[config.mk]
export PLATFORM = sky130hd
export DESIGN_NAME = interlaced_frame_compositor_flat
export DESIGN_NICKNAME = d
export VERILOG_FILES = /design/src/design/ifc_pkg.sv /design/src/design/ifc_pix_if.sv /design/src/design/ifc_res_if.sv /design/src/design/ifc_cfg_regs.sv /design/src/design/ifc_raster.sv /design/src/design/ifc_remap.sv /design/src/design/ifc_out_stage.sv /design/src/design/interlaced_frame_compositor.sv /design/src/flat_wrapper.sv
export SDC_FILE = /design/constraint.sdc
export NUM_CORES = 2
export LEC_CHECK = 0
export BUFFER_PORTS_ARGS = -buffer_cell sky130_fd_sc_hd__buf_2
export CELL_PAD_IN_SITES_DETAIL_PLACEMENT = 1
export CELL_PAD_IN_SITES_GLOBAL_PLACEMENT = 1
export CORE_MARGIN = 2
export CORE_UTILIZATION = 31
export DETAILED_ROUTE_END_ITERATION = 8
export PLACE_DENSITY_LB_ADDON = 0.1
export SYNTH_ARGS = -nofsm -noshare
export SYNTH_HDL_FRONTEND = slang
export SYNTH_SLANG_ARGS = --single-unit
[constraint.sdc]
create_clock -name clk_i -period 6.8 [get_ports clk_i]
set_clock_uncertainty 0.2 [all_clocks]
set_input_delay 0.34 -clock clk_i [delete_from_list [all_inputs] [get_ports clk_i]]
set_output_delay 0.34 -clock clk_i [all_outputs]
set_load 0.02 [all_outputs]
[src/design/ifc_pkg.sv]
// Shared types, constants and row-order tables for the interlaced frame compositor.
// No dependencies; the configuration, raster, remap, output-stage and top-level files import this package.
package ifc_pkg;

  // Default depth of the palette remap table
  localparam int unsigned MAP_ENTRIES_DEF = 256;

  localparam int unsigned DIM_W     = 16;
  localparam int unsigned IDX8_W    = 8;
  localparam int unsigned ADDR_W    = 32;
  localparam int unsigned CFG_IDX_W = 3;
  localparam int unsigned CFG_W     = 16;

  // Configuration register indexes
  typedef enum logic [CFG_IDX_W-1:0] {
    CFG_CANVAS_WIDTH       = 3'd0,
    CFG_FRAME_LEFT         = 3'd1,
    CFG_FRAME_TOP          = 3'd2,
    CFG_FRAME_COLS         = 3'd3,
    CFG_FRAME_ROWS         = 3'd4,
    CFG_TRANSPARENT_ENABLE = 3'd5,
    CFG_TRANSPARENT_INDEX  = 3'd6,
    CFG_INTERLACED         = 3'd7
  } cfg_idx_e;

  // Current configuration as seen by the datapath
  typedef struct packed {
    logic [DIM_W-1:0]  canvas_width;
    logic [DIM_W-1:0]  frame_left;
    logic [DIM_W-1:0]  frame_top;
    logic [DIM_W-1:0]  frame_cols;
    logic [DIM_W-1:0]  frame_rows;
    logic              transparent_enable;
    logic [IDX8_W-1:0] transparent_index;
    logic              interlaced;
  } cfg_t;

  // Position of the pixel being accepted, from the raster tracker
  typedef struct packed {
    logic [DIM_W-1:0] row;
    logic [DIM_W-1:0] col;
    logic             last;
  } pos_t;

  // First pipeline stage payload
  typedef struct packed {
    logic [DIM_W:0] row_sum;
    logic [DIM_W:0] col_sum;
    logic           we;
    logic           last;
  } s1_t;

  // Interlaced pass start rows: 0, 4, 2, 1
  function automatic logic [DIM_W-1:0] pass_start(input logic [1:0] pass);
    logic [DIM_W-1:0] r;
    unique case (pass)
      2'd0:    r = DIM_W'(0);
      2'd1:    r = DIM_W'(4);
      2'd2:    r = DIM_W'(2);
      default: r = DIM_W'(1);
    endcase
    return r;
  endfunction

  // Interlaced pass row steps: 8, 8, 4, 2
  function automatic logic [DIM_W-1:0] pass_step(input logic [1:0] pass);
    logic [DIM_W-1:0] r;
    unique case (pass)
      2'd0:    r = DIM_W'(8);
      2'd1:    r = DIM_W'(8);
      2'd2:    r = DIM_W'(4);
      default: r = DIM_W'(2);
    endcase
    return r;
  endfunction

endpackage

[src/design/ifc_pix_if.sv]
// Input channel of the compositor: remap loads and frame pixels.
// Valid/ready handshake; no package dependency.
interface ifc_pix_if;
  logic       valid;
  logic       ready;
  logic       func;
  logic [7:0] map_slot;
  logic [7:0] map_target;
  logic [7:0] source_index;
  logic       frame_begin;

  modport source (
    output valid, func, map_slot, map_target, source_index, frame_begin,
    input  ready
  );
  modport sink (
    input  valid, func, map_slot, map_target, source_index, frame_begin,
    output ready
  );
endinterface

[src/design/ifc_res_if.sv]
// Result channel of the compositor: canvas write beats.
// Valid/ready handshake; no package dependency.
interface ifc_res_if;
  logic        valid;
  logic        ready;
  logic [31:0] canvas_address;
  logic        write_enable;
  logic [7:0]  pixel_value;
  logic        frame_end;

  modport source (
    output valid, canvas_address, write_enable, pixel_value, frame_end,
    input  ready
  );
  modport sink (
    input  valid, canvas_address, write_enable, pixel_value, frame_end,
    output ready
  );
endinterface

[src/design/ifc_cfg_regs.sv]
// Configuration register file of the compositor, written through a plain write port.
// Depends on ifc_pkg.
module ifc_cfg_regs (
  input  logic                          clk_i,
  input  logic                          rst_ni,
  input  logic                          cfg_we_i,
  input  logic [ifc_pkg::CFG_IDX_W-1:0] cfg_idx_i,
  input  logic [ifc_pkg::CFG_W-1:0]     cfg_data_i,
  output ifc_pkg::cfg_t                 cfg_o
);
  import ifc_pkg::*;

  cfg_t cfg_q;

  // Write the addressed register; reset to the documented defaults
  always_ff @(posedge clk_i or negedge rst_ni) begin
    if (!rst_ni) begin
      cfg_q <= '{canvas_width: DIM_W'(1), frame_cols: DIM_W'(1), frame_rows: DIM_W'(1),
                 default: '0};
    end else if (cfg_we_i) begin
      unique case (cfg_idx_e'(cfg_idx_i))
        CFG_CANVAS_WIDTH:       cfg_q.canvas_width       <= cfg_data_i[DIM_W-1:0];
        CFG_FRAME_LEFT:         cfg_q.frame_left         <= cfg_data_i[DIM_W-1:0];
        CFG_FRAME_TOP:          cfg_q.frame_top          <= cfg_data_i[DIM_W-1:0];
        CFG_FRAME_COLS:         cfg_q.frame_cols         <= cfg_data_i[DIM_W-1:0];
        CFG_FRAME_ROWS:         cfg_q.frame_rows         <= cfg_data_i[DIM_W-1:0];
        CFG_TRANSPARENT_ENABLE: cfg_q.transparent_enable <= cfg_data_i[0];
        CFG_TRANSPARENT_INDEX:  cfg_q.transparent_index  <= cfg_data_i[IDX8_W-1:0];
        CFG_INTERLACED:         cfg_q.interlaced         <= cfg_data_i[0];
        default:                cfg_q                    <= cfg_q;
      endcase
    end
  end

  assign cfg_o = cfg_q;

endmodule

[src/design/ifc_raster.sv]
// Raster position tracker: column, row, completed rows and interlace pass.
// Depends on ifc_pkg (cfg_t, pos_t, pass tables).
module ifc_raster (
  input  logic          clk_i,
  input  logic          rst_ni,
  input  ifc_pkg::cfg_t cfg_i,
  input  logic          pix_acc_i,
  input  logic          frame_begin_i,
  output ifc_pkg::pos_t pos_o
);
  import ifc_pkg::*;

  logic [DIM_W-1:0] col_q, col_d;
  logic [DIM_W-1:0] done_q, done_d;
  logic [DIM_W-1:0] row_q, row_d;
  logic [1:0]       pass_q, pass_d;

  logic [DIM_W-1:0] col_e, done_e, row_e;
  logic [1:0]       pass_e;
  logic             col_last, row_last;
  logic [DIM_W-1:0] nrow;
  logic [1:0]       npass;

  // Restart the position on the first pixel of a frame
  always_comb begin
    col_e  = frame_begin_i ? '0 : col_q;
    done_e = frame_begin_i ? '0 : done_q;
    row_e  = frame_begin_i ? '0 : row_q;
    pass_e = frame_begin_i ? '0 : pass_q;
  end

  assign col_last = ({1'b0, col_e} + 17'd1)  >= {1'b0, cfg_i.frame_cols};
  assign row_last = ({1'b0, done_e} + 17'd1) >= {1'b0, cfg_i.frame_rows};

  // Next row: plain increment, or step within the pass and fall to the next pass
  always_comb begin
    logic [DIM_W:0] sum;
    sum   = {1'b0, row_e} + {1'b0, pass_step(pass_e)};
    nrow  = '0;
    npass = '0;
    if (!cfg_i.interlaced) begin
      nrow  = row_e + DIM_W'(1);
      npass = pass_e;
    end else if (sum < {1'b0, cfg_i.frame_rows}) begin
      nrow  = sum[DIM_W-1:0];
      npass = pass_e;
    end else begin
      // Take the earliest later pass whose start row lies inside the frame
      for (int p = 3; p >= 1; p--) begin
        if (2'(p) > pass_e && pass_start(2'(p)) < cfg_i.frame_rows) begin
          nrow  = pass_start(2'(p));
          npass = 2'(p);
        end
      end
    end
  end

  // Advance the position by one pixel
  always_comb begin
    col_d  = col_e + DIM_W'(1);
    done_d = done_e;
    row_d  = row_e;
    pass_d = pass_e;
    if (col_last) begin
      if (row_last) begin
        col_d  = '0;
        done_d = '0;
        row_d  = '0;
        pass_d = '0;
      end else begin
        col_d  = '0;
        done_d = done_e + DIM_W'(1);
        row_d  = nrow;
        pass_d = npass;
      end
    end
  end

  always_ff @(posedge clk_i or negedge rst_ni) begin
    if (!rst_ni) begin
      col_q  <= '0;
      done_q <= '0;
      row_q  <= '0;
      pass_q <= '0;
    end else if (pix_acc_i) begin
      col_q  <= col_d;
      done_q <= done_d;
      row_q  <= row_d;
      pass_q <= pass_d;
    end
  end

  assign pos_o.row  = row_e;
  assign pos_o.col  = col_e;
  assign pos_o.last = col_last & row_last;

endmodule

[src/design/ifc_remap.sv]
// Palette remap table: one write port for load beats, one registered read for pixels.
// Depends on ifc_pkg.
module ifc_remap #(
  parameter int unsigned MAP_ENTRIES = ifc_pkg::MAP_ENTRIES_DEF
) (
  input  logic                       clk_i,
  input  logic                       wr_en_i,
  input  logic [ifc_pkg::IDX8_W-1:0] wr_slot_i,
  input  logic [ifc_pkg::IDX8_W-1:0] wr_data_i,
  input  logic                       rd_en_i,
  input  logic [ifc_pkg::IDX8_W-1:0] rd_idx_i,
  output logic [ifc_pkg::IDX8_W-1:0] rd_data_o,
  output logic                       rd_hit_o
);
  import ifc_pkg::*;

  localparam int unsigned IDX_W = $clog2(MAP_ENTRIES);

  logic [IDX8_W-1:0] mem [MAP_ENTRIES];
  logic [IDX8_W-1:0] rd_data_q;
  logic              rd_hit_q;
  logic              wr_hit, rd_hit;

  assign wr_hit = {1'b0, wr_slot_i} < (IDX8_W + 1)'(MAP_ENTRIES);
  assign rd_hit = {1'b0, rd_idx_i}  < (IDX8_W + 1)'(MAP_ENTRIES);

  // Write a load beat; drop slots beyond the table
  always_ff @(posedge clk_i) begin
    if (wr_en_i && wr_hit) begin
      mem[wr_slot_i[IDX_W-1:0]] <= wr_data_i;
    end
  end

  // Read for an accepted pixel; hold while the pipeline stalls
  always_ff @(posedge clk_i) begin
    if (rd_en_i) begin
      rd_data_q <= mem[rd_idx_i[IDX_W-1:0]];
      rd_hit_q  <= rd_hit;
    end
  end

  assign rd_data_o = rd_data_q;
  assign rd_hit_o  = rd_hit_q;

endmodule

[src/design/ifc_out_stage.sv]
// Result stage: row times stride plus column, remapped value, into the output register.
// Depends on ifc_pkg (s1_t).
module ifc_out_stage (
  input  logic                       clk_i,
  input  logic                       load_i,
  input  ifc_pkg::s1_t               s1_i,
  input  logic [ifc_pkg::DIM_W-1:0]  canvas_width_i,
  input  logic [ifc_pkg::IDX8_W-1:0] map_data_i,
  input  logic                       map_hit_i,
  output logic [ifc_pkg::ADDR_W-1:0] addr_o,
  output logic                       we_o,
  output logic [ifc_pkg::IDX8_W-1:0] val_o,
  output logic                       last_o
);
  import ifc_pkg::*;

  logic [ADDR_W:0]   prod;
  logic [ADDR_W-1:0] addr_d, addr_q;
  logic [IDX8_W-1:0] val_d, val_q;
  logic              we_q, last_q;

  // Address wraps to 32 bits
  assign prod   = (ADDR_W + 1)'(s1_i.row_sum) * (ADDR_W + 1)'(canvas_width_i);
  assign addr_d = prod[ADDR_W-1:0] + ADDR_W'(s1_i.col_sum);
  assign val_d  = (s1_i.we && map_hit_i) ? map_data_i : '0;

  // Load the result beat when the output register frees up
  always_ff @(posedge clk_i) begin
    if (load_i) begin
      addr_q <= addr_d;
      we_q   <= s1_i.we;
      val_q  <= val_d;
      last_q <= s1_i.last;
    end
  end

  assign addr_o = addr_q;
  assign we_o   = we_q;
  assign val_o  = val_q;
  assign last_o = last_q;

endmodule

[src/design/interlaced_frame_compositor.sv]
// Top level of the interlaced frame compositor: handshake, stage registers, submodules.
// Depends on ifc_pkg, ifc_pix_if, ifc_res_if and the ifc_* submodules.
//
//  channel   | dir | handshake      | beat contents
//  pix_i     | in  | valid / ready  | func, map_slot, map_target, source_index, frame_begin
//  res_o     | out | valid / ready  | canvas_address, write_enable, pixel_value, frame_end
//  cfg       | in  | cfg_we_i       | cfg_idx_i, cfg_data_i
//
// One beat is accepted per cycle while the input is ready. A pixel beat is
// registered in the first stage with its position and remap read, and the 17x16
// address multiply and add fill the second. Load beats give no result.
// Two stage registers absorb a stalled output, so input stays ready until both hold a beat.
// Reset clears the control and position state; the remap table has no reset.
module interlaced_frame_compositor #(
  parameter int unsigned MAP_ENTRIES = ifc_pkg::MAP_ENTRIES_DEF
) (
  input  logic                          clk_i,
  input  logic                          rst_ni,
  input  logic                          cfg_we_i,
  input  logic [ifc_pkg::CFG_IDX_W-1:0] cfg_idx_i,
  input  logic [ifc_pkg::CFG_W-1:0]     cfg_data_i,
  ifc_pix_if.sink                       pix_i,
  ifc_res_if.source                     res_o
);
  import ifc_pkg::*;

  cfg_t cfg;
  pos_t pos;
  s1_t  s1_d, s1_q;

  logic              s1_valid_q, s1_valid_d;
  logic              out_valid_q, out_valid_d;
  logic              out_adv, in_ready, in_acc, pix_acc, load_acc;
  logic [IDX8_W-1:0] map_data;
  logic              map_hit;

  // Handshake: the output register frees when empty or taken
  assign out_adv  = !out_valid_q || res_o.ready;
  assign in_ready = !s1_valid_q || out_adv;
  assign in_acc   = pix_i.valid && in_ready;
  assign pix_acc  = in_acc && pix_i.func;
  assign load_acc = in_acc && !pix_i.func;

  assign s1_valid_d  = in_ready ? pix_acc : s1_valid_q;
  assign out_valid_d = out_adv ? s1_valid_q : out_valid_q;

  always_ff @(posedge clk_i or negedge rst_ni) begin
    if (!rst_ni) begin
      s1_valid_q  <= 1'b0;
      out_valid_q <= 1'b0;
    end else begin
      s1_valid_q  <= s1_valid_d;
      out_valid_q <= out_valid_d;
    end
  end

  ifc_cfg_regs u_cfg (
    .clk_i      (clk_i),
    .rst_ni     (rst_ni),
    .cfg_we_i   (cfg_we_i),
    .cfg_idx_i  (cfg_idx_i),
    .cfg_data_i (cfg_data_i),
    .cfg_o      (cfg)
  );

  ifc_raster u_raster (
    .clk_i         (clk_i),
    .rst_ni        (rst_ni),
    .cfg_i         (cfg),
    .pix_acc_i     (pix_acc),
    .frame_begin_i (pix_i.frame_begin),
    .pos_o         (pos)
  );

  ifc_remap #(
    .MAP_ENTRIES (MAP_ENTRIES)
  ) u_remap (
    .clk_i     (clk_i),
    .wr_en_i   (load_acc),
    .wr_slot_i (pix_i.map_slot),
    .wr_data_i (pix_i.map_target),
    .rd_en_i   (pix_acc),
    .rd_idx_i  (pix_i.source_index),
    .rd_data_o (map_data),
    .rd_hit_o  (map_hit)
  );

  // First stage: offset position, transparency test
  always_comb begin
    s1_d.row_sum = {1'b0, cfg.frame_top} + {1'b0, pos.row};
    s1_d.col_sum = {1'b0, cfg.frame_left} + {1'b0, pos.col};
    s1_d.we      = !(cfg.transparent_enable &&
                     (pix_i.source_index == cfg.transparent_index));
    s1_d.last    = pos.last;
  end

  always_ff @(posedge clk_i) begin
    if (pix_acc) begin
      s1_q <= s1_d;
    end
  end

  ifc_out_stage u_out (
    .clk_i          (clk_i),
    .load_i         (out_adv && s1_valid_q),
    .s1_i           (s1_q),
    .canvas_width_i (cfg.canvas_width),
    .map_data_i     (map_data),
    .map_hit_i      (map_hit),
    .addr_o         (res_o.canvas_address),
    .we_o           (res_o.write_enable),
    .val_o          (res_o.pixel_value),
    .last_o         (res_o.frame_end)
  );

  assign pix_i.ready = in_ready;
  assign res_o.valid = out_valid_q;

endmodule

[src/flat_wrapper.sv]
// flat-port wrapper written by rule: the top's interface ports become plain ports
module interlaced_frame_compositor_flat import ifc_pkg::*;
#(
  parameter int unsigned MAP_ENTRIES = ifc_pkg::MAP_ENTRIES_DEF
)
  (clk_i, rst_ni, cfg_we_i, cfg_idx_i, cfg_data_i, pix_i_valid, pix_i_func, pix_i_map_slot, pix_i_map_target, pix_i_source_index, pix_i_frame_begin, pix_i_ready, res_o_valid, res_o_canvas_address, res_o_write_enable, res_o_pixel_value, res_o_frame_end, res_o_ready);
  ifc_pix_if pix_i_i ();
  ifc_res_if res_o_i ();
  input  logic clk_i;
  input  logic rst_ni;
  input  logic cfg_we_i;
  input  logic [ifc_pkg::CFG_IDX_W-1:0] cfg_idx_i;
  input  logic [ifc_pkg::CFG_W-1:0] cfg_data_i;
  input wire logic [$bits(pix_i_i.valid)-1:0] pix_i_valid;
  input wire logic [$bits(pix_i_i.func)-1:0] pix_i_func;
  input wire logic [$bits(pix_i_i.map_slot)-1:0] pix_i_map_slot;
  input wire logic [$bits(pix_i_i.map_target)-1:0] pix_i_map_target;
  input wire logic [$bits(pix_i_i.source_index)-1:0] pix_i_source_index;
  input wire logic [$bits(pix_i_i.frame_begin)-1:0] pix_i_frame_begin;
  output wire logic [$bits(pix_i_i.ready)-1:0] pix_i_ready;
  output wire logic [$bits(res_o_i.valid)-1:0] res_o_valid;
  output wire logic [$bits(res_o_i.canvas_address)-1:0] res_o_canvas_address;
  output wire logic [$bits(res_o_i.write_enable)-1:0] res_o_write_enable;
  output wire logic [$bits(res_o_i.pixel_value)-1:0] res_o_pixel_value;
  output wire logic [$bits(res_o_i.frame_end)-1:0] res_o_frame_end;
  input wire logic [$bits(res_o_i.ready)-1:0] res_o_ready;
  assign pix_i_i.valid = pix_i_valid;
  assign pix_i_i.func = pix_i_func;
  assign pix_i_i.map_slot = pix_i_map_slot;
  assign pix_i_i.map_target = pix_i_map_target;
  assign pix_i_i.source_index = pix_i_source_index;
  assign pix_i_i.frame_begin = pix_i_frame_begin;
  assign pix_i_ready = pix_i_i.ready;
  assign res_o_valid = res_o_i.valid;
  assign res_o_canvas_address = res_o_i.canvas_address;
  assign res_o_write_enable = res_o_i.write_enable;
  assign res_o_pixel_value = res_o_i.pixel_value;
  assign res_o_frame_end = res_o_i.frame_end;
  assign res_o_i.ready = res_o_ready;
  interlaced_frame_compositor #(.MAP_ENTRIES(MAP_ENTRIES)) u_core (.clk_i(clk_i), .rst_ni(rst_ni), .cfg_we_i(cfg_we_i), .cfg_idx_i(cfg_idx_i), .cfg_data_i(cfg_data_i), .pix_i(pix_i_i), .res_o(res_o_i));
endmodule
## Yosys cells after proc, flatten, opt, wreduce, memory -nomap -nowiden

Memories as Yosys holds them, arrays and structs flattened. A register that Yosys moved wholly into a read port is not among the register bits.
Index checks and enable logic that the tools add are counted.

- Input bits: 50
- Memories: 1
- Output and inout port bits: 44
- Logic and storage cells: 108
- Bits in registers: 220
- Memory bits (writable): 2048

- Bitwise operators: 1
- $add $sub $neg: 9
- Multipliers: 1
- Order comparisons: 9
- Reduce and logical (&&, ||, !) cells: 25
- Mux-type cells: 30
- Equality and inequality tests: 10

Memories:

| name | words | width | rd ports | clocked after Yosys merged registers in | wr ports | RTL line | RTL |
|---|---|---|---|---|---|---|---|
| u_core.u_remap.mem | 256 | 8 | 1 | 1 | 1 | ifc_remap.sv:19 | `logic [IDX8_W-1:0] mem [MAP_ENTRIES];` |

Operators by type and width:

| operator | number |
|---|---|
| two-way mux 16 bit | 18 |
| adder 16 x 16 -> 17 bit | 3 |
| adder 16 x 1 -> 16 bit, second input constant | 3 |
| less-than comparator 16 bit | 3 |
| adder 16 x 1 -> 17 bit, second input constant | 2 |
| greater-or-equal comparator 17 x 16 -> 1 bit | 2 |
| adder 32 x 17 -> 32 bit | 1 |
| multiplier 17 x 16 -> 32 bit | 1 |
| less-than comparator 17 x 16 -> 1 bit | 1 |
| two-way mux 2 bit | 8 |
| AND reduction 2 bit | 8 |
| equality test 3 bit, second input constant | 4 |
| equality test 8 bit | 1 |
| logical AND 1 bit | 8 |
| case mux 4 bit (2 select lines) | 1 |
| equality test 3 x 2 -> 1 bit, second input constant | 2 |
| greater-than comparator 2 bit, first input constant | 2 |
| zero test 1 bit | 4 |
| equality test 3 x 1 -> 1 bit, second input constant | 1 |
| zero test 3 bit | 1 |
| two-way mux 1 bit | 3 |
| equality test 2 x 1 -> 1 bit, second input constant | 1 |
| equality test 2 bit, second input constant | 1 |
| greater-than comparator 1 x 2 -> 1 bit, first input constant | 1 |
| 4 further kinds | 5 |

## Longest topological paths before layout

- Depth in word-level cells: 17
- Gate-level depth with buffers: 24
- Mapped depth without buffers: 22

## By module

A second synthesis with hierarchy kept.

- Cell total of the unflattened synthesis: 5998
- Area total of the unflattened synthesis: 101662.5 sq um

By module, submodules not included:

| module | area an instance (sq um) | cells an instance | seq. area each (sq um) | times used |
|---|---|---|---|---|
| ifc_remap | 79647.6 | 3735 | 61739.2 | 1 |
| ifc_out_stage | 10816.6 | 1162 | 1261.2 | 1 |
| ifc_raster | 5039.8 | 656 | 1251.2 | 1 |
| ifc_cfg_regs | 3500.9 | 200 | 2255.9 | 1 |
| interlaced_frame_compositor | 2657.5 | 245 | 1131.1 | 1 |

## Worst setup path after synthesis

OpenSTA, ideal clock, no wires.

- Path kind: flip-flop to flip-flop
- Start: reg u_core.u_cfg.cfg_q (netlist bit u_core.u_cfg.cfg_o[81])
- End: reg u_core.u_out.addr_q[31] (netlist: u_core.u_out.addr_o[31]) (data pin)
- Slack: 0.582 ns
- Arrival: 5.760 ns
- Required time: 6.342 ns
- Clock period less this slack: 6.218 ns
- Stages on the path, launching flop included: 23
- Cell sequence: dfrtp_1 clkbuf_1 clkbuf_1 nand2_1 fa_1 inv_1 fa_1 fa_1 fa_1 fa_1 inv_1 fa_1 inv_1 ha_1 clkbuf_1 nand4_1 nor2_1 o221a_2 nor2_1 o311ai_0 a31oi_1 o21a_1 xnor2_1

- Longest elaborated chain between the ends: 2

Ends and longest elaborated chain:

| item | RTL line | RTL |
|---|---|---|
| from (decl) | ifc_cfg_regs.sv:13 | `cfg_t cfg_q;` |
| from (signal assigned) | ifc_cfg_regs.sv:18 | `cfg_q <= '{canvas_width: DIM_W'(1), frame_cols: DIM_W'(1), frame_rows: DIM_W'(1),` |
| from (signal assigned) | ifc_cfg_regs.sv:30 | `default: cfg_q <= cfg_q;` |
| multiplier 17 x 16 -> 32 bit | ifc_out_stage.sv:23 | `assign prod = (ADDR_W + 1)'(s1_i.row_sum) * (ADDR_W + 1)'(canvas_width_i);` |
| adder 32 x 17 -> 32 bit | ifc_out_stage.sv:24 | `assign addr_d = prod[ADDR_W-1:0] + ADDR_W'(s1_i.col_sum);` |
| via u_core.u_out.addr_d[31] | ifc_out_stage.sv:18 | `logic [ADDR_W-1:0] addr_d, addr_q;` |
| to (signal assigned) | ifc_out_stage.sv:30 | `addr_q <= addr_d;` |
| to (decl) | ifc_out_stage.sv:18 |  |

The timed path passes the listed nets, and every way through them passes these cells.
A chain may end at the register's enable or synchronous reset.

## Worst setup path in the final report

- Start: reg u_core.u_cfg.cfg_q (netlist bit u_core.u_cfg.cfg_o[78])
- End: reg u_core.u_out.addr_q[30] (netlist: u_core.u_out.addr_o[30]) (data pin)

The elaborated chain is that of the path after synthesis.

==> results.tsv <==
metric	value	unit
status	finished clean	
worst_slack	283.6	ps
min_from	pix_i_source_index[7]	
io_pins	94	
wl_per_cell	28.57	um
synthCells	5464	
syn-mean-instance-area	18.37	um2
critPathRequiredTime	7340	ps
hold-path-cell-count	4	
grt_pass1_vias	55480	
hold_viol_final	0	
grt_pass1_wl	422.8	mm
synth_area_leaders	edfxtp_1 64%, mux4_2 15%, fa_1 4.5%, dfrtp_1 3.5%, ha_1 2.3%	
syn-cell-area	100400	um2
synth_top_area_share	63.83	%
synth_warnings	0	
slew-limit-headroom	13.77	%
antenna_found_initial	33	
grt_overflow	0	
ctsRootBufferMaster	clkbuf_16	
htreeDepth	5	
worst_pin_slew	1293	ps
rrSetupSlack	280	ps
fp-row-count	208	
multiInputGateArea	30500	um2
drive_above_1_share	23.78	%
period_minus_slack	6516	ps
synthTopCellsByCount	2134 x edfxtp_1, 672 x mux4_2, 356 x inv_1, 346 x nor2_1, 308 x nand2_1	
ant_nets	0	
min_path_type	primary input to flip-flop	
core_area	321700	um2
gp_congestion	0.7484	
wirelength	294.3	mm
end_kind	flip-flop	
io_buffer_count	93	
p_leak	39.13	nW
synth_nets	5929	
drc_errors	0	
vias	51060	
start_util	31.21	%
grt.total_usage	17.79	%
pre_cts_ws	-41.39	ps
hold_end	u_core.s1_q[1]$_DFFE_PP_	
power_density	433.6	nW/um2
cts-buffers-inserted	272	
cts_tree	done	
via_per_inst	4.957	
cts.sinks	2276	
seqCellArea	67650	um2
placed_area	106900	um2
worstSetupStartpointType	flip-flop	
path_max_fanout	13	
die_x	573.1	um
synth_edf_count	2134	
synth_most_common_cell	edfxtp_1	
crit_arrival	7050	ps
fp.dieArea	328400	um2
fin_crit_sh	95.83	%
yosys_most_used_dff	edfxtp_1	
fillers	31760	
area.growth.synth_to_final	15.71	%
dr.pass1.iters	6	
hpwl	184.8	mm
rsz0062_at_grt	false	
drt_iter0_drc	3799	
cts_buffer_depth	4	
ff2ff_path_depth	19	
fmax	153.5	MHz
maxCapViolations	0	
crit_type	flip-flop to flip-flop	
yosysSeqAreaShare	67.37	%
clkSlewWorstSetupHoldPaths	60	ps
ys_async_sr_fraction	6.239	%
r2r-start	u_core.u_cfg.cfg_o[78]$_DFFE_PN0P_	
ir_drop	0.001585	V
r2r_end	u_core.u_out.addr_o[30]$_DFFE_PP_	
grt_max_degree	193	
layout.nets	6243	
finalMaxSlewViolations	0	
ys_seq_elements	2276	
die_h	573.1	um
tns	0	ps
finalInstanceArea	116200	um2
synth_top_cell_by_area	edfxtp_1	
synthDistinctLibCells	75	
insertion_delay	920	ps
setup_viol	0	
[how the worst max path moves through the flow]
stage / endpoint / startpoint / cells after the start / slack (ps)
5_1_grt: u_core.u_out.addr_o[30]$_DFFE_PP_ / u_core.u_cfg.cfg_o[78]$_DFFE_PN0P_ / 20 / 5
2_1_floorplan: u_core.u_out.addr_o[31]$_DFFE_PP_ / u_core.u_cfg.cfg_o[81]$_DFFE_PN0P_ / 22 / 580
3_5_place_dp: u_core.u_out.addr_o[30]$_DFFE_PP_ / u_core.u_cfg.cfg_o[75]$_DFFE_PN0P_ / 19 / -40
4_1_cts: u_core.u_out.addr_o[30]$_DFFE_PP_ / u_core.u_cfg.cfg_o[78]$_DFFE_PN0P_ / 19 / 4
6_report: u_core.u_out.addr_o[30]$_DFFE_PP_ / u_core.u_cfg.cfg_o[78]$_DFFE_PN0P_ / 19 / 280
3_3_place_gp: u_core.u_out.addr_o[30]$_DFFE_PP_ / u_core.u_cfg.cfg_o[75]$_DFFE_PN0P_ / 19 / 90
[area by class of cell]
cell class                 instances  area share (%)
sequential                      2276           58.23
multi-input combinational       2575           26.25
clock buffer                     326           6.151
tap                             4305           4.637
timing repair buffer             296           2.198
clock inverter                   157           1.353
inverter                         357           1.155
antenna                            8         0.01723
[power by group]
part	switching, W	internal [W]	leakage [nW]
clock network	0.00599	0.00851	4.26
registers	0.000197	0.0164	21.0
logic	0.0112	0.00810	13.9
total	0.0174	0.0330	39.1
[routing by layer]
layer  vias up  track usage, %  routed length [um]
met4         4           4.602                7261
met1     27810           24.58              131100
li1      21870               -                   -
met5         -               0                  27
met3       379           1.945               11060
met2       995           29.88              144800
[cells in the final DEF, fill, tap and decap left out, types with 26 or more instances in the layout]
cell type and n:
a21oi_1 65, and2_1 132, buf_12 26, buf_2 80
buf_4 137, bufinv_16 26, clkbuf_1 46, clkbuf_16 277
clkinv_1 61, clkinv_2 43, dfrtp_1 133, dlygate4sd3_1 40
edfxtp_1 2134, fa_1 227, ha_1 188, inv_1 355
mux2_2 72, mux4_2 672, nand2_1 299, nand3_1 46
nor2_1 346, nor2b_1 44, o21ai_0 86, xnor2_1 66
xor2_1 41
[metrics by stage]
step	std cells	hold slack, ps	total power [W]	utilization [%]
6_report	10300	60.21	0.05037	36.11
3_5_place_dp	9762	229.1	0.03630	33.24
2_1_floorplan	5464	-155.6	0.03010	-
5_1_grt	10300	18.13	0.05374	36.11
4_1_cts	10290	1.146	0.05104	36.09
3_3_place_gp	9762	215.9	0.03629	33.24
[critical path, cell delays in order, from the launching register on]
cell	delay, ps
dfrtp_2	500
buf_4	200
and2_1	170
fa_1	550
fa_1	420
ha_1	200
fa_1	460
fa_1	540
inv_1	50
fa_1	480
inv_1	40
ha_1	340
a2111oi_0	390
o21ai_0	220
a41oi_2	300
o21ai_0	200
nand3_1	190
a31oi_1	150
or4b_2	630
nand3_1	100
[logic make-up after synthesis]
group,count (synthesis),synth area share (%)
AOI/OAI and AO/OA,297,1.912
xor gates and xnor gates,107,0.9335
adders and majority gates,415,6.870
buffers and inverters,613,2.365
DFF,2276,67.37
muxes,749,15.93
and+or+nand+nor,1007,4.613
[flip-flops by register name (all words and copies together) (netlist names)]
register,count
u_core.u_out.we_o,1
u_core.u_raster.row_q,16
u_core.u_out.last_o,1
u_core.u_out.val_o,8
u_core.u_raster.pass_q,2
u_core.u_cfg.cfg_o,90
u_core.u_raster.done_q,16
u_core.res_o.valid,1
u_core.s1_valid_q,1
u_core.u_raster.col_q,16
u_core.u_remap.rd_data_o,8
u_core.u_out.addr_o,32
u_core.u_remap.mem,2048
u_core.s1_q,36
[timing repair]
item,4_1_cts,5_1_grt
resized for setup,1,8
hold buffers,41,0
setup endpoints to repair,1,3
setup buffers,0,6
pin swaps,0,0
endpoints found under the hold margin,922,0
Power figures use the tool's default switching activity.
